==> config.mk <==
export PLATFORM = sky130hd
export DESIGN_NAME = ifnes_ram
export DESIGN_NICKNAME = d
export VERILOG_FILES = /design/src/rtl/core/integrate_fire_network_event_step_assert.svh /design/src/rtl/core/ifnes_ram.sv
export SDC_FILE = /design/constraint.sdc
export NUM_CORES = 1
export LEC_CHECK = 0
export BUFFER_PORTS_ARGS = -buffer_cell sky130_fd_sc_hd__buf_2
export CAP_MARGIN = 0
export CORE_UTILIZATION = 30
export CTS_BUF_LIST = sky130_fd_sc_hd__clkbuf_4
export CTS_CLUSTER_SIZE = 28
export DETAILED_ROUTE_END_ITERATION = 10
export PLACE_DENSITY = 0.51
export SLEW_MARGIN = 20
export SYNTH_ARGS = -nofsm -noshare
export SYNTH_HDL_FRONTEND = slang
export SYNTH_SLANG_ARGS = --single-unit
==> constraint.sdc <==
create_clock -name clk_i -period 2.4 [get_ports clk_i]
set_input_delay 0.36 -clock clk_i [delete_from_list [all_inputs] [get_ports clk_i]]
set_output_delay 0.36 -clock clk_i [all_outputs]
set_load 0.1 [all_outputs]
==> src/rtl/core/integrate_fire_network_event_step_assert.svh <==
// ---------------------------------------------------------------------------
// Assertion macros for the integrate-and-fire event network
// Clocked on clk_i, disabled while rst_ni is low.
// ---------------------------------------------------------------------------
`ifndef INTEGRATE_FIRE_NETWORK_EVENT_STEP_ASSERT_SVH
`define INTEGRATE_FIRE_NETWORK_EVENT_STEP_ASSERT_SVH

// property must hold at every enabled clock edge
`define IFNES_ASSERT(lbl, prop, msg) \
  lbl: assert property (@(posedge clk_i) disable iff (!rst_ni) (prop)) else $error(msg);

// condition must never be true
`define IFNES_ASSERT_NEVER(lbl, cond, msg) \
  lbl: assert property (@(posedge clk_i) disable iff (!rst_ni) !(cond)) else $error(msg);

`endif

==> src/rtl/core/ifnes_ram.sv <==
// ---------------------------------------------------------------------------
// ifnes_ram
// Simple dual-port RAM, one write port, one registered read port.
// ---------------------------------------------------------------------------
module ifnes_ram #(
  parameter int unsigned WIDTH = 8,
  parameter int unsigned DEPTH = 64
) (
  input  logic                                      clk_i,
  input  logic                                      we_i,
  input  logic [(DEPTH > 1 ? $clog2(DEPTH) : 1)-1:0] waddr_i,
  input  logic [WIDTH-1:0]                          wdata_i,
  input  logic [(DEPTH > 1 ? $clog2(DEPTH) : 1)-1:0] raddr_i,
  output logic [WIDTH-1:0]                          rdata_o
);

  logic [WIDTH-1:0] mem_q [DEPTH];

  always_ff @(posedge clk_i) begin
    if (we_i) begin
      mem_q[waddr_i] <= wdata_i;
    end
    rdata_o <= mem_q[raddr_i];
  end

endmodule

[Word level (Yosys, flattened, before mapping)]
Memory sizes are Yosys's and may differ from the RTL's. A register that Yosys moved wholly into a read port is not among the register bits.
Index checks and enable logic that the tools add are counted.
Storage, ports and cells
  flip-flop bits (word level): 0
  word-level logic and storage cells: 3
  latch bits: 0
  output and inout port bits: 8
  input bits: 22
  bits in read-only memories: 0
  bits in writable memories: 512
  memories kept: 1
Memory list
  mem_q: words 64, width 8, read ports 1, clocked after memory_dff 1, write ports 1, RTL line ifnes_ram.sv:17  | logic [WIDTH-1:0] mem_q [DEPTH];
Operators by class
  div/mod/pow operators: 0
  add/subtract/negate cells: 0
  $mul: 0
  bitwise gates (word level): 0
  shifts and indexed selects: 0
  order comparisons: 0
  multiplexer cells: 2
  reduce and logical (&&, ||, !) cells: 0
  eq/ne operators: 0
Operators by type and width (number)
  2-to-1 mux 1 bit: 2

[Longest topological paths before layout]
Gate-level depths: netlist of run 1.
  word-level depth: 2
  gate-level depth with buffers: 9
  gate-level depth less buffers: 5

[Worst setup path after synthesis of run 1]
No wires, ideal clock.
  path kind: input -> register
  start: input port raddr_i[1] (netlist bit)
  end: register rdata_o[3] (read register of mem_q)
  library setup time: 0.128 ns
  buffers on the path: 3
  stages: 7
  data arrival time: 1.900 ns
  required time: 2.272 ns
  slack: 0.372 ns
  cells stage by stage: buf_4 buf_2 buf_2 mux4_2 mux4_2 o21ai_1 o41ai_1
RTL lines
  from (decl): RTL line ifnes_ram.sv:13  | input logic [(DEPTH > 1 ? $clog2(DEPTH) : 1)-1:0] raddr_i,
  to (decl): RTL line ifnes_ram.sv:14  | output logic [WIDTH-1:0] rdata_o

[Final worst setup path of run 1]
  start: register rdata_o[3] (read register of mem_q)
  end: output port rdata_o[3]
No word-level cell between the ends.

==> results.sh, run 1 <==
export IMPL_status="finished with violations"
export IMPL_violations="design-rule violations"
export IMPL_cp_slowest_stage_delay_ns=0.48
export IMPL_synth_top_area_frac=0.7624
export IMPL_worstPathRequired_ns=2.04
export IMPL_drive_gt1_frac=0.3966
export IMPL_drc_errors=12
export IMPL_drtPass1Iterations=11
export IMPL_path_class="flop to output pin"
export IMPL_fmax_mhz=443.9
export IMPL_root_buffer="clkbuf_4"
export IMPL_hold_ws_ns=0.1298
export IMPL_antenna_found_initial=3
export IMPL_numPortBuffers=29
export IMPL_cts_buffers=139
export IMPL_postSynth_asyncResetShare=0
export IMPL_first_global_vias=11210
export IMPL_critPathCaptureType="output pin"
export IMPL_cts_clk_slew_worst_paths_ns=0.06
export IMPL_ys_seq_area_frac=0.7703
export IMPL_cp_start_kind="flop"
export IMPL_grt_overflow_total=0
export IMPL_yosysUniqueCellTypes=40
export IMPL_grt_total_usage=0.1540
export IMPL_cts_setup_buffers=0
export IMPL_synth_edff_count=512
export IMPL_yosys_cell_count_top_type="edfxtp_1"
export IMPL_vias=10480
export IMPL_fillCellCount=6221
export IMPL_grt_pass1_wl_mm=74.58
export IMPL_viasPerCell=4.838
export IMPL_crit_slowest_cell="buf_2"
export IMPL_place_congestion=0.8332
export IMPL_drt_total_wl_mm=50.33
export IMPL_synth_area_top_cells="edfxtp_1 (76%), mux4_2 (14%), nor2_1 (1.5%)"
export IMPL_num_rows=94
export IMPL_powerDensity_nw_per_um2=790.1
export IMPL_first_iter_violations=774
export IMPL_maxSlewViolCount=0
export IMPL_wl_met1_mm=23.30
export IMPL_path_cells="buf_2"
export IMPL_hold_class="primary input to flop"
export IMPL_htreeDepth=4
export IMPL_clock_latency_ns=0.97
export IMPL_crit_buf_inv=1
export IMPL_cp_top_family="buffers and inverters"
export IMPL_crit_arrival_ns=1.89
export IMPL_top_layer_used="met5"
export IMPL_drtAntennaViolNets=0
export IMPL_worstPathMaxFanout=1
export IMPL_die_area_sq_um=68260
export IMPL_tritoncts="yes"
export IMPL_skew_ns=0.05984
export IMPL_tightest_slew_ns=0.7361
export IMPL_ys_ff_latch=520
export IMPL_cts_buffer_depth=3
export IMPL_die_w_microns=261.3
export IMPL_wl_met3_mm=2.811
export IMPL_maxCapViolCount=0
export IMPL_grt_start_max_net_pins=65
export IMPL_wl_per_cell_microns=23.24
export IMPL_fin_crit_sh=0.9386
export IMPL_p_leak_nw=7.915
export IMPL_hold_viol_final=0
export IMPL_start_util=0.3051
export IMPL_ios=30
export IMPL_syn_area_per_cell_sq_um=21.45
export IMPL_area_growth_pct=19.97
export IMPL_utilization=0.3660
export IMPL_place_detailed_hpwl_mm=32.01
export IMPL_syn_area_sq_um=20170
export IMPL_synth_top_area_cell="edfxtp_1"
export IMPL_setup_viol=0
export IMPL_peakVddDrop_uv=420.4
export IMPL_final_min_clock_period_ns=2.253
export IMPL_syn_num_nets=962
export IMPL_final_net_count=1228
export IMPL_synth_ff_type="edfxtp_1"
export IMPL_yosys_warnings=0
export IMPL_die_h_microns=261.3
export IMPL_grt_setup_unrepaired="no"
export IMPL_core_area_sq_um=66100
export IMPL_r2r_slack_ns=0.28
export IMPL_clkSinkCount=520
export IMPL_synth_common_cells="edfxtp_1 (512), mux4_2 (126), nor2_1 (83)"
export IMPL_relSlewSlack=0.5093
export IMPL_syn_inst=940
export IMPL_met2_length_mm=23.09
## kinds of logic (layout without fill, tap and decap cells)
kind of cell | Yosys count | in the layout | synth area share
flops | 520 | 520 | 0.7703
other cells | 0 | 6 | 0
compound gates | 54 | 54 | 0.02072
simple gates | 153 | 153 | 0.03387
buf+inv | 51 | 407 | 0.01570
mux | 162 | 162 | 0.1594
## layout by cell type, fill, tap and decap left out, types with 3 or more instances in the layout
cell	Yosys	routed
buf_2	11	26
a221oi_1	6	6
nand3_1	13	13
bufinv_16	0	4
nor2b_1	14	14
dlygate4sd3_1	0	16
mux2_2	13	13
a211oi_1	4	4
mux4_2	126	126
a22oi_1	3	3
nor3_1	7	7
a21oi_1	3	3
clkbuf_4	0	201
nand3b_1	3	3
mux2i_1	23	23
o2111ai_1	3	3
o2bb2ai_1	3	3
buf_4	13	117
nand2_1	19	19
clkinvlp_4	0	3
dfxtp_1	8	8
nand2b_1	7	7
o22ai_1	8	8
diode_2	0	6
edfxtp_1	512	512
clkinv_1	0	18
nor2_1	83	83
o221ai_1	8	8
buf_12	2	16
## metrics by stage
stage               power [mW]  worst slack, ns  setup TNS, ns  std cells  cell area, sq um
finish                   19.12           0.1473              0       2166             24190
floorplan                10.92           0.3723              0        940             20170
global route             19.87          0.07751              0       2163             24190
CTS                      19.38          0.06186              0       2160             24180
detailed placement       11.46          -0.1820        -0.4886       1913             22270
global placement         11.45          -0.2306        -0.5944       1913             22270
## where the power goes
part           internal (mW)  switching [mW]
clock network           4.25            3.60
registers               10.0          0.0384
logic                  0.442           0.738
total                   14.7            4.38
## worst min-delay path: cells and delay by family
kind          cells  cell delay [ns]
buf+inv           2             0.36
simple gates      2             0.17
## registers in the layout (all words and copies together) (netlist names)
| register | cells |
|---|---|
| mem_q | 512 |
| rdata_o | 8 |
## final timing paths
check,from,endpoint,cells past startpoint
worst max-delay path,rdata_o[3]$_DFF_P_,rdata_o[3],1
worst min-delay path,waddr_i[0],mem_q[11][2]$_DFFE_PP_,4
worst max register to register,mem_q[21][6]$_DFFE_PP_,rdata_o[6]$_DFF_P_,5
worst min register to register,mem_q[31][4]$_DFFE_PP_,rdata_o[4]$_DFF_P_,3
## routing by layer
| metal | track usage | vias to the layer above |
|---|---|---|
| met4 | 0.06056 | 2 |
| met1 | 0.2126 | 5498 |
| met3 | 0.04133 | 94 |
| met2 | 0.2311 | 329 |
| li1 | - | 4556 |
| met5 | 0 | - |
## repair_timing
action                    in CTS  in global routing
hold endpoints to repair     319                  0
gates resized for setup        0                  0
hold buffers                  16                  0
## cell type report
| type | count | area (sq um) | area share |
|---|---|---|---|
| diodes | 6 | 15.01 | 0.0006206 |
| well taps | 864 | 1081 | 0.04468 |
| clock buffers | 201 | 1509 | 0.06237 |
| multi-input cells | 369 | 4315 | 0.1784 |
| repair buffers | 176 | 1503 | 0.06211 |
| clock inverters | 30 | 236.5 | 0.009774 |
| flip-flops and latches | 520 | 15530 | 0.6421 |
Power figures use the tool's default switching activity.
==> inputs of run 2 (changes only) <==
- CORE_UTILIZATION: 30 -> 50
- PLACE_DENSITY: 0.51 -> 0.73
- clock period: 2.4 -> 2.3 ns (I/O delays scaled with it)
==> run 2 against run 1 <==
Compared with the run above: the flow now finishes without violations; cell count decreased by 16%; global-route usage increased by 6.9 points; worst setup slack improved by 0.13 ns; clock power decreased by 5.7%; first-iteration DRC count increased by 33%; worst hold slack got worse by 0.062 ns; total power decreased by 0.12%; sequential power increased by 4%; flip-flop and latch count unchanged; design area decreased by 2.8%; critical endpoint is now rdata_o[5]; largest cell class unchanged.
==> results.sh, run 2 (synthesis results as in run 1) <==
export IMPL_grt_setup_unrepaired="no"
export IMPL_final_net_count=1207
export IMPL_critPathCaptureType="output pin"
export IMPL_die_w_microns=202.8
export IMPL_die_h_microns=202.8
export IMPL_skew_ns=0.05225
export IMPL_reg_top3="mem_q (512), rdata_o (8)"
export IMPL_status="complete, no violations"
export IMPL_final_common_cell="edfxtp_1"
export IMPL_cp_start_kind="flop"
export IMPL_drtPass1Iterations=5
export IMPL_maxSlewViolCount=0
export IMPL_pre_cts_ws_ns=-0.1873
export IMPL_num_rows=73
export IMPL_relSlewSlack=0.4959
export IMPL_grt_total_usage=0.2230
export IMPL_vias=10450
export IMPL_place_detailed_hpwl_mm=28.64
export IMPL_start_util=0.5076
export IMPL_clock_latency_ns=0.81
export IMPL_fin_setup_tns_ns=0
export IMPL_multi_input_comb_area_sq_um=4315
export IMPL_crit_arrival_ns=1.68
export IMPL_cts_buffer_depth=3
export IMPL_fmax_mhz=493.6
export IMPL_tritoncts="yes"
export IMPL_mostFrequentLayoutCells="edfxtp_1 (512), clkbuf_4 (166), buf_4 (134)"
export IMPL_path_class="flop to output pin"
export IMPL_first_iter_violations=1033
export IMPL_numPortBuffers=29
export IMPL_grt_pass1_wl_mm=66.48
export IMPL_final_min_clock_period_ns=2.026
export IMPL_htreeDepth=3
export IMPL_cp_top_family="buffers and inverters"
export IMPL_die_area_sq_um=41140
export IMPL_cp_slowest_stage_delay_ns=0.46
export IMPL_first_global_vias=10950
export IMPL_tightest_slew_ns=0.7562
export IMPL_fin_crit_sh=0.8808
export IMPL_clkSinkCount=520
export IMPL_place_congestion=0.8510
export IMPL_cts_buffers=119
export IMPL_cts_clk_slew_worst_paths_ns=0.08
export IMPL_fin_ws_ns=0.2742
export IMPL_fillCellCount=2808
export IMPL_core_area_sq_um=39730
export IMPL_drt_total_wl_mm=44.49
export IMPL_drc_errors=0
export IMPL_seqCellArea_sq_um=15530
export IMPL_hold_viol_final=0
export IMPL_worstPathMaxFanout=1
export IMPL_setup_viol=0
export IMPL_crit_slowest_cell="buf_2"
export IMPL_antenna_found_initial=3
export IMPL_viasPerCell=5.755
export IMPL_path_cells="buf_2"
export IMPL_wl_per_cell_microns=24.51
export IMPL_maxCapViolCount=0
export IMPL_grt_overflow_total=0
export IMPL_crit_buf_inv=1
export IMPL_root_buffer="clkbuf_4"
export IMPL_cts_setup_buffers=0
export IMPL_p_leak_nw=7.802
export IMPL_drtAntennaViolNets=0
export IMPL_hold_class="primary input to flop"
export IMPL_powerDensity_nw_per_um2=811.8
export IMPL_area_growth_pct=16.62
export IMPL_ios=30
export IMPL_grt_start_max_net_pins=65
export IMPL_worstPathRequired_ns=1.96
export IMPL_peakVddDrop_uv=318.3
export IMPL_top_register="mem_q"
export IMPL_largest_reg_flops=512
export IMPL_drive_gt1_frac=0.3844
[run 2: cell count changes in the layout (fill, tap and decap cells not counted), sizes merged]
cell | before | now
diode | 6 | 5
clkinv | 21 | 48
buf | 159 | 171
dlygate4sd3 | 16 | 3
clkinvlp | 3 | 1
clkbuf | 202 | 167
inv | 2 | 1
bufinv | 4 | 5
[run 2: stage by stage]
stage	utilization	power [mW]	area (sq um)	instances	hold slack, ns
floorplan	-	11.40	20170	940	0.4439
detailed placement	0.5506	11.90	21880	1586	0.7362
global route	0.5919	19.76	23520	1815	0.01217
CTS	0.5916	19.25	23510	1810	0.003971
global placement	0.5506	11.87	21880	1586	0.7288
finish	0.5919	19.09	23520	1815	0.06795
[run 2: final timing paths]
| path | startpoint | end | slack (ns) | depth (start not counted) |
|---|---|---|---|---|
| hold / removal | waddr_i[2] | mem_q[52][7]$_DFFE_PP_ | 0.07 | 3 |
| setup reg to reg | mem_q[29][6]$_DFFE_PP_ | rdata_o[6]$_DFF_P_ | 0.31 | 5 |
| setup / recovery | rdata_o[5]$_DFF_P_ | rdata_o[5] | 0.27 | 1 |
| hold reg to reg | mem_q[27][4]$_DFFE_PP_ | rdata_o[4]$_DFF_P_ | 0.79 | 3 |
[run 2: power breakdown]
part           switching, mW  internal [mW]
sequential            0.0336           10.5
combinational          0.736          0.443
clock                   3.49           3.91
total                   4.25           14.8
[run 2: final cells by class]
type | count | share of cell area
diodes | 5 | 0.0005320
clock buffers | 166 | 0.05299
clock inverters | 55 | 0.01495
multi-input cells | 369 | 0.1835
flip-flops and latches | 520 | 0.6606
well taps | 525 | 0.02793
repair buffers | 175 | 0.05953
[run 2: per-layer routing]
| layer | global-route usage | vias up | share of wire | wire (microns) |
|---|---|---|---|---|
| met4 | 0.09909 | 0 | 0.030 | 1330 |
| met5 | 0 | - | 0 | 0 |
| li1 | - | 4508 | - | - |
| met1 | 0.3008 | 5384 | 0.40 | 17790 |
| met2 | 0.3559 | 472 | 0.49 | 22010 |
| met3 | 0.04350 | 82 | 0.075 | 3359 |
[run 2: repair_timing]
item,CTS,global route
hold buffers,3,0
hold endpoints to repair,27,0
setup endpoints to repair,0,0
resized for setup,0,0
==> inputs of run 3 (changes only) <==
- GPL_TIMING_DRIVEN: default -> 0
- SLEW_MARGIN: 20 -> 40
==> run 3 against run 2 <==
Compared with the run above: the run now ends with negative setup slack left; total power down 2.5%; combinational power is essentially flat; critical path depth rose by 6.
==> results.sh, run 3 (synthesis results as in run 1) <==
export IMPL_seqPwrFrac=0.564
export IMPL_drc_errors=0
export IMPL_num_rows=73
export IMPL_fin_setup_tns_ns=-0.04346
export IMPL_reg_top3="mem_q (512), rdata_o (8)"
export IMPL_tritoncts="yes"
export IMPL_crit_arrival_ns=2.95
export IMPL_die_h_microns=202.8
export IMPL_final_net_count=1102
export IMPL_place_detailed_hpwl_mm=29.14
export IMPL_worstPathMaxFanout=10
export IMPL_wl_per_cell_microns=27.31
export IMPL_drt_total_wl_mm=46.51
export IMPL_top_register="mem_q"
export IMPL_skew_ns=0.08448
export IMPL_viasPerCell=6.073
export IMPL_relSlewSlack=0.4084
export IMPL_maxCapViolCount=0
export IMPL_largest_reg_flops=512
export IMPL_antenna_found_initial=2
export IMPL_power_switching_mw=4.288
export IMPL_numPortBuffers=21
export IMPL_first_iter_violations=1243
export IMPL_critPathCaptureType="flop"
export IMPL_p_comb_frac=0.063
export IMPL_die_area_sq_um=41140
export IMPL_cts_buffer_depth=3
export IMPL_p_int_mw=14.34
export IMPL_ios=30
export IMPL_fmax_mhz=426.7
export IMPL_maxSlewViolCount=0
export IMPL_clkPwrFrac=0.374
export IMPL_drtAntennaViolNets=0
export IMPL_p_leak_nw=7.091
export IMPL_mostFrequentLayoutCells="edfxtp_1 (512), clkbuf_4 (161), mux4_2 (126)"
export IMPL_area_growth_pct=11.69
export IMPL_fin_ws_ns=-0.04346
export IMPL_core_area_sq_um=39730
export IMPL_start_util=0.5076
export IMPL_status="finished with violations"
export IMPL_clock_latency_ns=0.82
export IMPL_utilization=0.5669
export IMPL_htreeDepth=3
export IMPL_clkSinkCount=520
export IMPL_grt_setup_unrepaired="no"
export IMPL_place_congestion=0.9341
export IMPL_grt_pass1_wl_mm=67.66
export IMPL_first_global_vias=10350
export IMPL_peakVddDrop_uv=273.1
export IMPL_dp_cells=1486
export IMPL_hold_ws_ns=0.1208
export IMPL_drtPass1Iterations=8
export IMPL_fillCellCount=2914
export IMPL_violations="negative setup slack"
export IMPL_final_common_cell="edfxtp_1"
export IMPL_cp_start_kind="primary input"
export IMPL_cts_buffers=116
export IMPL_setup_viol=1
export IMPL_worstPathRequired_ns=2.91
export IMPL_die_w_microns=202.8
export IMPL_powerDensity_nw_per_um2=826.8
export IMPL_cts_clk_slew_worst_paths_ns=0.08
export IMPL_hold_class="primary input to flop"
export IMPL_switching_share=0.2302
export IMPL_grt_total_usage=0.2323
export IMPL_root_buffer="clkbuf_4"
export IMPL_tightest_slew_ns=0.8874
export IMPL_fin_crit_sh=1.019
export IMPL_hold_viol_final=0
export IMPL_path_class="primary input to flop"
export IMPL_drive_gt1_frac=0.3393
export IMPL_final_min_clock_period_ns=2.343
export IMPL_vias=10340
export IMPL_grt_overflow_total=0
export IMPL_stdcell_count=1703
export IMPL_grt_start_max_net_pins=65
-- run 3: cell type report --
type / count / area (sq um) / share of cell area
Clock inverter: 50 / 259.0 / 0.01150
Buffer: 51 / 321.6 / 0.01428
Antenna cell: 5 / 12.51 / 0.0005555
Clock buffer: 161 / 1209 / 0.05366
Tap cell: 525 / 656.9 / 0.02916
Sequential cell: 520 / 15530 / 0.6897
Multi-Input combinational cell: 369 / 4395 / 0.1951
Timing Repair Buffer: 22 / 135.1 / 0.005999
-- run 3: worst paths after layout --
kind                                from                      to  slack, ns  cells after the start
hold reg to reg    mem_q[4][7]$_DFFE_PP_      rdata_o[7]$_DFF_P_       0.92                      4
setup / recovery              raddr_i[1]      rdata_o[3]$_DFF_P_      -0.04                      7
hold / removal                wdata_i[6]  mem_q[30][6]$_DFFE_PP_       0.12                      1
setup reg to reg  mem_q[16][6]$_DFFE_PP_      rdata_o[6]$_DFF_P_       0.23                      5
-- run 3: timing repair --
item | in CTS | in global routing
resized for setup | 1 | 0
setup endpoints to repair | 2 | 0
endpoints found under the hold margin | 2 | 0
setup buffers | 0 | 0
hold buffers | 1 | 0
-- run 3: per-stage QoR --
step	power (mW)	instance area, sq um	setup slack, ns
after floorplan	11.40	20170	0.2873
after global placement	11.83	20930	-0.9181
after detailed placement	11.86	20990	-0.9354
after CTS	18.70	22470	0.09442
after global routing	19.25	22520	0.04247
final	18.62	22520	-0.04346
-- run 3: power by group through the flow --
stage | Clock, mW | Combinational [mW] | Sequential (mW)
finish | 6.96 | 1.17 | 10.5
global route | 7.53 | 1.21 | 10.5
CTS | 7.05 | 1.16 | 10.5
detailed placement | 0 | 1.15 | 10.7
global placement | 0 | 1.12 | 10.7
floorplan | 0 | 0.559 | 10.8
-- run 3: critical path, stage by stage --
cell and delay (ns):
buf_4 0.21, buf_4 0.34, buf_4 0.31, buf_2 0.39, nand3b_1 0.37, o22ai_1 0.22, o41ai_1 0.72
-- run 3: layer usage --
layer,track usage,vias up,share of wire
li1,-,4307,-
met1,0.3171,5306,0.38
met2,0.3631,631,0.48
met3,0.05939,99,0.11
met4,0.08888,0,0.031
met5,0,-,0
